===== src/hdl/dirty_rectangle_grouper_assert.svh =====
// assertion macros for the dirty rectangle grouper
// depends on nothing; included by the top level
`ifndef DIRTY_RECTANGLE_GROUPER_ASSERT_SVH
`define DIRTY_RECTANGLE_GROUPER_ASSERT_SVH
// property checked on every clock edge outside reset
`define DRG_ASSERT(lbl, prop, msg) \
  lbl: assert property (@(posedge clk) disable iff (!rst_n) (prop)) else $error(msg);
// property checked on every clock edge, reset included
`define DRG_ASSERT_ALWAYS(lbl, prop, msg) \
  lbl: assert property (@(posedge clk) (prop)) else $error(msg);
`endif


===== src/hdl/drg_ram.sv =====
// generic single-port-write, one-read ram with registered read
// no dependencies
module drg_ram #(
  parameter int WIDTH = 8,
  parameter int DEPTH = 16
) (
  input  logic                     clk,
  input  logic                     we,
  input  logic [$clog2(DEPTH)-1:0] waddr,
  input  logic [WIDTH-1:0]         wdata,
  input  logic [$clog2(DEPTH)-1:0] raddr,
  output logic [WIDTH-1:0]         rdata
);
  logic [WIDTH-1:0] mem [DEPTH];

  // write port and registered read port
  always_ff @(posedge clk) begin
    if (we) begin
      mem[waddr] <= wdata;
    end
    rdata <= mem[raddr];
  end
endmodule


===== config.mk =====
export PLATFORM = sky130hd
export DESIGN_NAME = drg_ram
export DESIGN_NICKNAME = d
export VERILOG_FILES = /design/src/hdl/dirty_rectangle_grouper_assert.svh /design/src/hdl/drg_ram.sv
export SDC_FILE = /design/constraint.sdc
export NUM_CORES = 1
export LEC_CHECK = 0
export BUFFER_PORTS_ARGS = -buffer_cell sky130_fd_sc_hd__buf_2
export CAP_MARGIN = 20
export CELL_PAD_IN_SITES_DETAIL_PLACEMENT = 1
export CELL_PAD_IN_SITES_GLOBAL_PLACEMENT = 2
export CORE_UTILIZATION = 50
export DETAILED_ROUTE_END_ITERATION = 10
export GPL_ROUTABILITY_DRIVEN = 0
export GPL_TIMING_DRIVEN = 0
export PLACE_DENSITY_LB_ADDON = 0.1
export RECOVER_POWER = 25
export SYNTH_ARGS = -nofsm -noshare
export SYNTH_HDL_FRONTEND = slang
export SYNTH_SLANG_ARGS = --single-unit

===== constraint.sdc =====
create_clock -name clk -period 3.4 [get_ports clk]
set_clock_uncertainty 0.1 [all_clocks]
set_input_delay 0.17 -clock clk [delete_from_list [all_inputs] [get_ports clk]]
set_output_delay 0.17 -clock clk [all_outputs]
set_load 0.01 [all_outputs]

==> results by group <==
Detailed routing
  • Router iterations before antenna repair: 4
  • DR iter-0 viols: 168
  • Post-DR wirelength/cell: 24.4 um
  • # DRC: 0
  • Final ANT Viol Nets: 0
  • Drt total wl: 10.5 mm
  • Vias per Instance: 5.71
  • Routed vias: around 2500

Setup path
  • Worst reg2reg path depth: 3
  • Setup slack on the worst flop-to-flop path: roughly 1.8 ns
  • RR Endpoint: rdata[0]$_DFF_P_
  • Setup crit start: waddr[0]
  • Worst r2r src: mem[5][0]$_DFFE_PP_
  • WS Path Type: input pin to flip-flop
  • CP arrival: 1.82 ns
  • CP peak stage delay: 0.72 ns
  • Worst-path fanout max: 8
  • Cell family with most CP delay: simple AND/OR/NAND/NOR gates
  • CP Capture Type: flip-flop
  • Slowest CP cell: nor2_1
  • Bufs and invs on worst path: 2
  • CP cell instances: dlygate4sd3_1, buf_2, nand2b_1, nor2_1
  • Req. time, crit path: ~3.4 ns
  • Setup crit start kind: input pin

STA
  • Part of the cycle the worst path needs: between 50% and 60%
  • Rel. slew slack: 40.7%
  • Fmax: 565 MHz
  • Crit path time final: 1.77 ns
  • Actual slew at the worst max-slew pin: 0.886 ns
  • RSZ-0062 raised after global routing: no
  • Setup violators final: 0
  • Pins Over Slew Limit: 0
  • Setup TNS: 0 ns
  • Hold Vio Cnt, Final: 0

Global route
  • Pin count of the biggest net entering global routing: 17
  • First-pass GRT wire length: between 15 and 20 mm
  • Vias in the first global route: 2446
  • Antenna violations before repair: 0
  • GRT Total Usage: 22.3%
  • Global route overflow: 0

Layout
  • Design area: 6150 um2
  • Commonest cells after routing, fill and taps aside: edfxtp_1, buf_2, mux4_2
  • Share of layout cells above drive strength 1: 27.1%
  • P&R area growth vs syn: 19.5%
  • Fin nets: 304
  • Diodes inserted: 0
  • Commonest non-fill, non-tap cell in the layout: edfxtp_1

Floorplanning
  • FP Rows: 36
  • Die Ht: 103 um
  • DIE AREA: 10700 um2
  • Initial Util: 52.2%
  • I/O Pins: 26
  • Die W: 103 um
  • Core Region: 9860 um2

Clock tree
  • Longest Clk Path Bufs: 2
  • Total CTS buffers: 17
  • Clk_lat worst skew: between 0.5 and 0.6 ns
  • CTS tree: built
  • Setup Fix Bufs, Post-CTS: 0
  • Clock root buffer: clkbuf_8
  • H-Tree Depth: 4
  • CTS sink count: ~140
  • Clock slew at reported path FFs: 0.06 ns

Yosys
  • FF+latch count, synth: 136
  • Synthesized area: 5150 um2
  • Cell taking the most area after synthesis: edfxtp_1
  • Syn nets: 247
  • Syn Inst Count: between 200 and 250
  • Mapped Avg Cell Area: 22.5 um2
  • Post-synth cell types: 19
  • Largest cells by area after synthesis: edfxtp_1, mux4_2, mux4_1, dfxtp_1, a22oi_1
  • Share of the synthesized area in the top cell type: 74.7%
  • Register area share after synthesis: 77.8%
  • Synth warn: 0

Place
  • Hpwl dp: 6.51 mm
  • IO Port Bufs: 24
  • DP Area: ~5500 um2

Run status
  • Status: finished clean

Worst hold path
  • Hold_sp: waddr[1]
  • Min-delay worst type: input pin to flip-flop
  • Min-Delay Path Depth: 2
  • Hold EP: mem[12][6]$_DFFE_PP_

Job
  • Max-cap violations: 0

Power and ir drop
  • Pwr Total: 0.00390 W
  • P per Cell Area: 634 nW/um2
  • Leakage: 2.09 nW
  • Worst VDD drop: ~0.00034 V
## worst register-to-register path: cells and delay by family (launching register included)
family / cells / cell delay [ns]
mux: 1 / 0.62
flops: 1 / 0.37
compound gates: 1 / 0.30
simple gates: 1 / 0.10
## metal layers
layer	vias up	part of all wire (%)	wire [um]	GRT usage [%]
li1	1091	-	-	-
met1	1295	46	4890	32.1
met2	64	47	4990	32.7
met3	16	4.1	436	6.05
met4	0	2.0	211	8.88
met5	-	0	0	0
## state kept, by name (all words and copies together), names as in the netlist
| register | cells |
|---|---|
| mem | 128 |
| rdata | 8 |
## cell usage after synthesis
cell type and number:
mux4_1 14, and2b_1 1, a22oi_1 16, clkdlybuf4s25_2 3, nand3_1 1, nand3b_1 2
and2_1 1, dfxtp_1 8, nor2b_1 1, nor3_1 4, or3b_2 1, nand2b_1 2
mux4_2 18, buf_4 1, edfxtp_1 128, nor2_1 13, nand2_1 9, buf_6 3
buf_2 3
## area by class of cell
type,instances,area [um2]
multi-input cells,83,1060
well taps,133,166
plain buffers,10,86.3
fillers,841,3710
repair buffers,38,240
clock inverters,10,124
flip-flops and latches,136,4000
clock buffers,22,473
## cell families after synthesis
family                 after synthesis  share of synthesized area [%]
AO/OA/AOI/OAI                       16                           2.33
AND/OR/NAND/NOR                     35                           3.18
buffers and inverters               10                           1.68
multiplexers                        32                           15.0
flip-flops                         136                           77.8
## repair_timing
item                                   4_1_cts  5_1_grt
gates resized for setup                      0        0
hold buffers                                10        0
endpoints found under the hold margin      130        0
## how the worst max path moves through the flow
stage | endpoint | slack [ns] | cells past startpoint
after detailed placement | mem[0][7]$_DFFE_PP_ | 1.24 | 4
after floorplan | mem[0][0]$_DFFE_PP_ | 1.64 | 2
final | mem[2][0]$_DFFE_PP_ | 1.63 | 4
after CTS | mem[2][4]$_DFFE_PP_ | 1.66 | 4
after global routing | mem[2][4]$_DFFE_PP_ | 1.58 | 4
after global placement | mem[0][7]$_DFFE_PP_ | 1.0 | 3
## metrics by stage
step | std cells | hold WS [ns] | utilization [%] | setup WS [ns]
after floorplan | 229 | 0.169 | - | 1.64
after global placement | 386 | 0.464 | 55.1 | 0.998
after detailed placement | 390 | 0.466 | 55.4 | 1.24
after CTS | 432 | 0.0365 | 62.4 | 1.66
after global routing | 432 | 0.0727 | 62.4 | 1.58
final | 432 | 0.0604 | 62.4 | 1.63
## power breakdown
part	internal, W	total (W)	switching [W]
Combinational	0.0000812	0.000193	0.000112
Sequential	0.00188	0.00189	0.00000936
Clock	0.00118	0.00182	0.000637
Power figures use the tool's default switching activity.
