File: config.mk
export PLATFORM = sky130hd
export DESIGN_NAME = drg_join
export DESIGN_NICKNAME = d
export VERILOG_FILES = /design/src/hdl/dirty_rectangle_grouper_assert.svh /design/src/hdl/drg_pkg.sv /design/src/hdl/drg_join.sv
export SDC_FILE = /design/constraint.sdc
export NUM_CORES = 2
export LEC_CHECK = 0
export ABC_AREA = 1
export ABC_CLOCK_PERIOD_IN_PS = 27100
export BUFFER_PORTS_ARGS = -buffer_cell sky130_fd_sc_hd__clkbuf_2
export CORE_MARGIN = 2
export CORE_UTILIZATION = 55
export DETAILED_ROUTE_END_ITERATION = 16
export PLACE_DENSITY = 0.83
export SYNTH_ARGS = -nofsm -noshare
export SYNTH_HDL_FRONTEND = slang
export SYNTH_SLANG_ARGS = --single-unit
File: constraint.sdc
create_clock -name clk -period 27.1 [get_ports clk]
set_input_delay 0 -clock clk [delete_from_list [all_inputs] [get_ports clk]]
set_output_delay 0 -clock clk [all_outputs]
set_load 0.005 [all_outputs]
File: src/hdl/dirty_rectangle_grouper_assert.svh
// assertion macros for the dirty rectangle grouper
// depends on nothing; included by the top level
`ifndef DIRTY_RECTANGLE_GROUPER_ASSERT_SVH
`define DIRTY_RECTANGLE_GROUPER_ASSERT_SVH
// property checked on every clock edge outside reset
`define DRG_ASSERT(lbl, prop, msg) \
  lbl: assert property (@(posedge clk) disable iff (!rst_n) (prop)) else $error(msg);
// property checked on every clock edge, reset included
`define DRG_ASSERT_ALWAYS(lbl, prop, msg) \
  lbl: assert property (@(posedge clk) (prop)) else $error(msg);
`endif

File: src/hdl/drg_pkg.sv
// shared types and constants for the dirty rectangle grouper
// no dependencies
package drg_pkg;
  localparam int STORED_RECTS_DEF = 16;
  localparam int MAX_DIM_DEF      = 16384;
  localparam int CW = 17;   // coordinate width inside the block
  localparam int AW = 35;   // area width

  typedef enum logic [1:0] {
    OP_ADD   = 2'd0,
    OP_SET   = 2'd1,
    OP_CLEAR = 2'd2,
    OP_READ  = 2'd3
  } op_t;

  typedef struct packed {
    logic [1:0]  op;
    logic [14:0] pos_x;
    logic [14:0] pos_y;
    logic [14:0] size_w;
    logic [14:0] size_h;
    logic [3:0]  index;
  } drg_in_t;

  typedef struct packed {
    logic [3:0]  count;
    logic [14:0] rect_x;
    logic [14:0] rect_y;
    logic [15:0] rect_w;
    logic [15:0] rect_h;
    logic [14:0] bound_x;
    logic [14:0] bound_y;
    logic [15:0] bound_w;
    logic [15:0] bound_h;
    logic [34:0] total_area;
  } drg_out_t;

  typedef struct packed {
    logic [CW-1:0] x;
    logic [CW-1:0] y;
    logic [CW-1:0] w;
    logic [CW-1:0] h;
  } box_t;

  // result of the shared join unit
  typedef struct packed {
    box_t          jbox;
    logic [AW-1:0] area_a;
    logic [AW-1:0] cost;
    logic          covers;
  } join_res_t;
endpackage

File: src/hdl/drg_join.sv
// shared join unit: bounding box of two rectangles, join cost, point test
// depends on drg_pkg; two-stage pipeline so one multiplier stage per cycle
module drg_join
  import drg_pkg::*;
(
  input  logic      clk,
  input  box_t      a,
  input  box_t      b,
  output join_res_t res
);
  box_t          jb_r;
  box_t          a_r, b_r;
  logic          cov_r;
  logic [CW:0]   ra, rb, ba, bb, rr, bo;
  box_t          jb_nxt;
  logic          cov_nxt;
  logic [2*CW-1:0] pa, pb, pj;
  logic [AW:0]   used;

  // stage one: box join and point containment of b's corner in a
  always_comb begin
    ra = {1'b0, a.x} + {1'b0, a.w};
    rb = {1'b0, b.x} + {1'b0, b.w};
    ba = {1'b0, a.y} + {1'b0, a.h};
    bb = {1'b0, b.y} + {1'b0, b.h};
    rr = (ra > rb) ? ra : rb;
    bo = (ba > bb) ? ba : bb;
    jb_nxt.x = (a.x < b.x) ? a.x : b.x;
    jb_nxt.y = (a.y < b.y) ? a.y : b.y;
    jb_nxt.w = CW'(rr - {1'b0, jb_nxt.x});
    jb_nxt.h = CW'(bo - {1'b0, jb_nxt.y});
    cov_nxt = (b.x >= a.x) && ((b.x - a.x) < a.w) &&
              (b.y >= a.y) && ((b.y - a.y) < a.h);
  end

  always_ff @(posedge clk) begin
    jb_r  <= jb_nxt;
    a_r   <= a;
    b_r   <= b;
    cov_r <= cov_nxt;
  end

  // stage two: areas and cost
  always_comb begin
    pa   = a_r.w * a_r.h;
    pb   = b_r.w * b_r.h;
    pj   = jb_r.w * jb_r.h;
    used = (AW+1)'(pa) + (AW+1)'(pb);
    res.jbox   = jb_r;
    res.area_a = AW'(pa);
    res.covers = cov_r;
    res.cost   = ((AW+1)'(pj) > used) ? AW'((AW+1)'(pj) - used) : '0;
  end
endmodule

==> key figures <==
Die
  • I/O pins: 276
  • Die height: 290 um
  • Die X: 290 um
  • Core box area: 80,800 um2
  • Die area: 84,100 um2
  • Starting Density: 0.557
  • Row Count: 104

Placed design
  • Placed Area: 46,900 um2
  • Buffers on Ports: 273
  • GP Congestion: 1.08
  • Post-DP HPWL: 124,000 um

Yosys
  • Share of the synthesized area in the top cell type: 0.318
  • Post-synthesis sequential area ratio: 0.0609
  • Main synth FF type: dfxtp_1
  • Yosys warns: 0
  • Avg Inst Size Synth: 7.22 um2
  • Fraction of the mapped netlist area in compound gates: 0.0770
  • Yosys cell types: 52
  • Flops & latches, synth: 137
  • Largest family of logic cells by synthesized area: adder cells
  • Post-synthesis mux area share: 0
  • Ys async rst share: 0
  • Most frequent cell after synthesis: nand2_1
  • Synth top cells by count: nand2_1, inv_1, fa_1
  • Number of flops mapped to enable cells by yosys: 0
  • Synthesized cell area: 45,000 um2
  • Post-synthesis adder-cell area fraction: 0.473
  • Synth area leader: fa_1
  • Dominant cells by area after synthesis: fa_1, ha_1, nand2_1
  • Syn Inst Count: 6,234
  • Simple-gate share of the synthesized area: 0.192
  • Post-synthesis xor/xnor area fraction: 0.0397

Finish
  • Final Core Density: 0.604
  • Final-stage net count: 7,858
  • Fill cells: 7,314
  • Register Area: 2740 um2
  • Area of the multi-input gates: 35,200 um2
  • Design area: 48,800 um2
  • Layout cell share with drive strength beyond 1: 0.0624
  • Area grow syn2layout: 8.40%

Clocking
  • Post_cts resized: 0
  • Num CTS Buffers: 17
  • Clk buf depth: 2
  • CTS H-Tree Depth: 4
  • CTS tree: done
  • Clk root buf: clkbuf_16
  • Hold_buf cts: 132
  • CTS clk-pin slew, worst paths: 0.07 ns
  • Postcts setup bufs: 0
  • Total clock sinks: 137

Critical path
  • Critical path class: reg2out
  • Critical-path top delay cell: dfxtp_1
  • Worst path arrival time: 12.29 ns
  • Crit path max-delay family: adder cells
  • Most used cell, CP: inv_1
  • WP data required: 27.10 ns
  • Worst setup EP type: output port
  • Worst path bufs/invs: 13
  • CP max stage delay: 0.76 ns
  • CP Max Fanout: 34
  • Critical path startpoint category: flip-flop

STA
  • Tcrit/Tclk final: 0.453
  • Hold Slack: 0.0145 ns
  • Hold Fails Final Rpt: 0
  • Fin. max-slew vios: 0
  • Slew margin rel.: 0.291
  • RSZ-0062 raised after global routing: no
  • Post-route minimum period: 12.29 ns
  • Final setup TNS: 0 ns
  • F_max: 81.4 MHz
  • Final setup vio count: 0
  • Slew @ Worst Pin: 1.06 ns

Route
  • Iteration-0 DRC Markers: 3,027
  • # DRC: 0
  • Routed vias/inst: 5.42
  • Drt pass-1 iters: 6
  • ANT nets after route: 0
  • Routed length per placed instance: 19.3 um
  • Vias: 40,800
  • Routed wire length: 145,000 um

Status
  • Status: finished clean

Global routing
  • Vias in the first global route: 41,800
  • Initial antenna violation count: 32
  • First-pass GRT wire length: 227,000 um
  • GRT Overall Usage: 0.347
  • Congestion Overflow GR: 0
  • Pin count of the biggest net entering global routing: 35

Worst hold path
  • Hold Path Origin: b[67]
  • Hold Crit Endpoint: res[138]$_DFF_P_
  • Hold path depth: 3
  • Min-delay worst type: in2reg

Flow run
  • Max_cap viols: 0
==> per-layer routing <==
layer  routed length (um)  vias up  share of wire  global-route usage
li1                     -    18900              -                   -
met1                56100    19500           0.39               0.432
met2                67800     1922           0.47               0.582
met3                13300      457          0.091              0.0670
met4                 7770       38          0.054               0.161
met5                  248        -         0.0017                   0
==> worst max path at each step <==
stage	from	to	slack, ns	cells past startpoint
3_3_place_gp	a_r[5]$_DFF_P_	res[24]	15.53	43
3_5_place_dp	a_r[2]$_DFF_P_	res[24]	15.34	48
6_report	a_r[2]$_DFF_P_	res[24]	14.81	48
4_1_cts	a_r[2]$_DFF_P_	res[24]	14.81	44
5_1_grt	a_r[26]$_DFF_P_	res[26]	13.98	44
2_1_floorplan	a_r[27]$_DFF_P_	res[32]	16.76	47
==> per-stage QoR <==
step | setup slack [ns] | instances
after CTS | 14.81 | 7520
after global routing | 13.98 | 7525
after global placement | 15.53 | 7356
after detailed placement | 15.34 | 7356
final | 14.81 | 7530
after floorplan | 16.76 | 6235
==> layout by cell type, fill, tap and decap left out, types with 5 or more instances in the layout <==
| cell type | count |
|---|---|
| a21boi_0 | 14 |
| a21o_1 | 36 |
| a21oi_1 | 292 |
| a31oi_1 | 23 |
| buf_4 | 13 |
| clkbuf_16 | 17 |
| clkbuf_2 | 273 |
| dfxtp_1 | 137 |
| diode_2 | 10 |
| dlygate4sd3_1 | 132 |
| fa_1 | 715 |
| ha_1 | 559 |
| inv_1 | 1631 |
| nand2_1 | 1637 |
| nand2_2 | 6 |
| nand3_1 | 141 |
| nand3b_1 | 15 |
| nand4_1 | 29 |
| nor2_1 | 230 |
| nor2_2 | 35 |
| nor3_1 | 30 |
| nor4_1 | 8 |
| o211ai_1 | 8 |
| o21ai_0 | 139 |
| o21ai_1 | 17 |
| o21ai_2 | 28 |
| o21bai_1 | 27 |
| o31ai_1 | 5 |
| xnor2_1 | 77 |
| xor2_1 | 127 |
==> registers in the layout (all words and copies together) (netlist names) <==
name / count
res: 68
a_r: 34
b_r: 34
cov_r: 1
==> area by class of cell <==
class                   count  share of cell area
diodes                     10            0.000513
well taps                1060              0.0272
clock inverters            14             0.00285
clock buffers              18             0.00880
inverters                1634               0.126
flip-flops and latches    137              0.0562
multi-input cells        4239               0.722
repair buffers            418              0.0571
==> cell families after synthesis <==
family,count (synthesis)
adders and majority gates,1274
other,1
and+or+nand+nor,2151
buffers and inverters,1859
AOI/OAI and AO/OA,608
DFF,137
xor gates and xnor gates,204
==> worst min-delay path, delay by kind of cell <==
family | cells | cell delay [ns]
buf+inv | 1 | 0.13
simple gates | 2 | 0.26
Power is left out: the tool's default activity adds up to more than one toggle a clock period on the data nets, which glitch-free logic cannot reach.
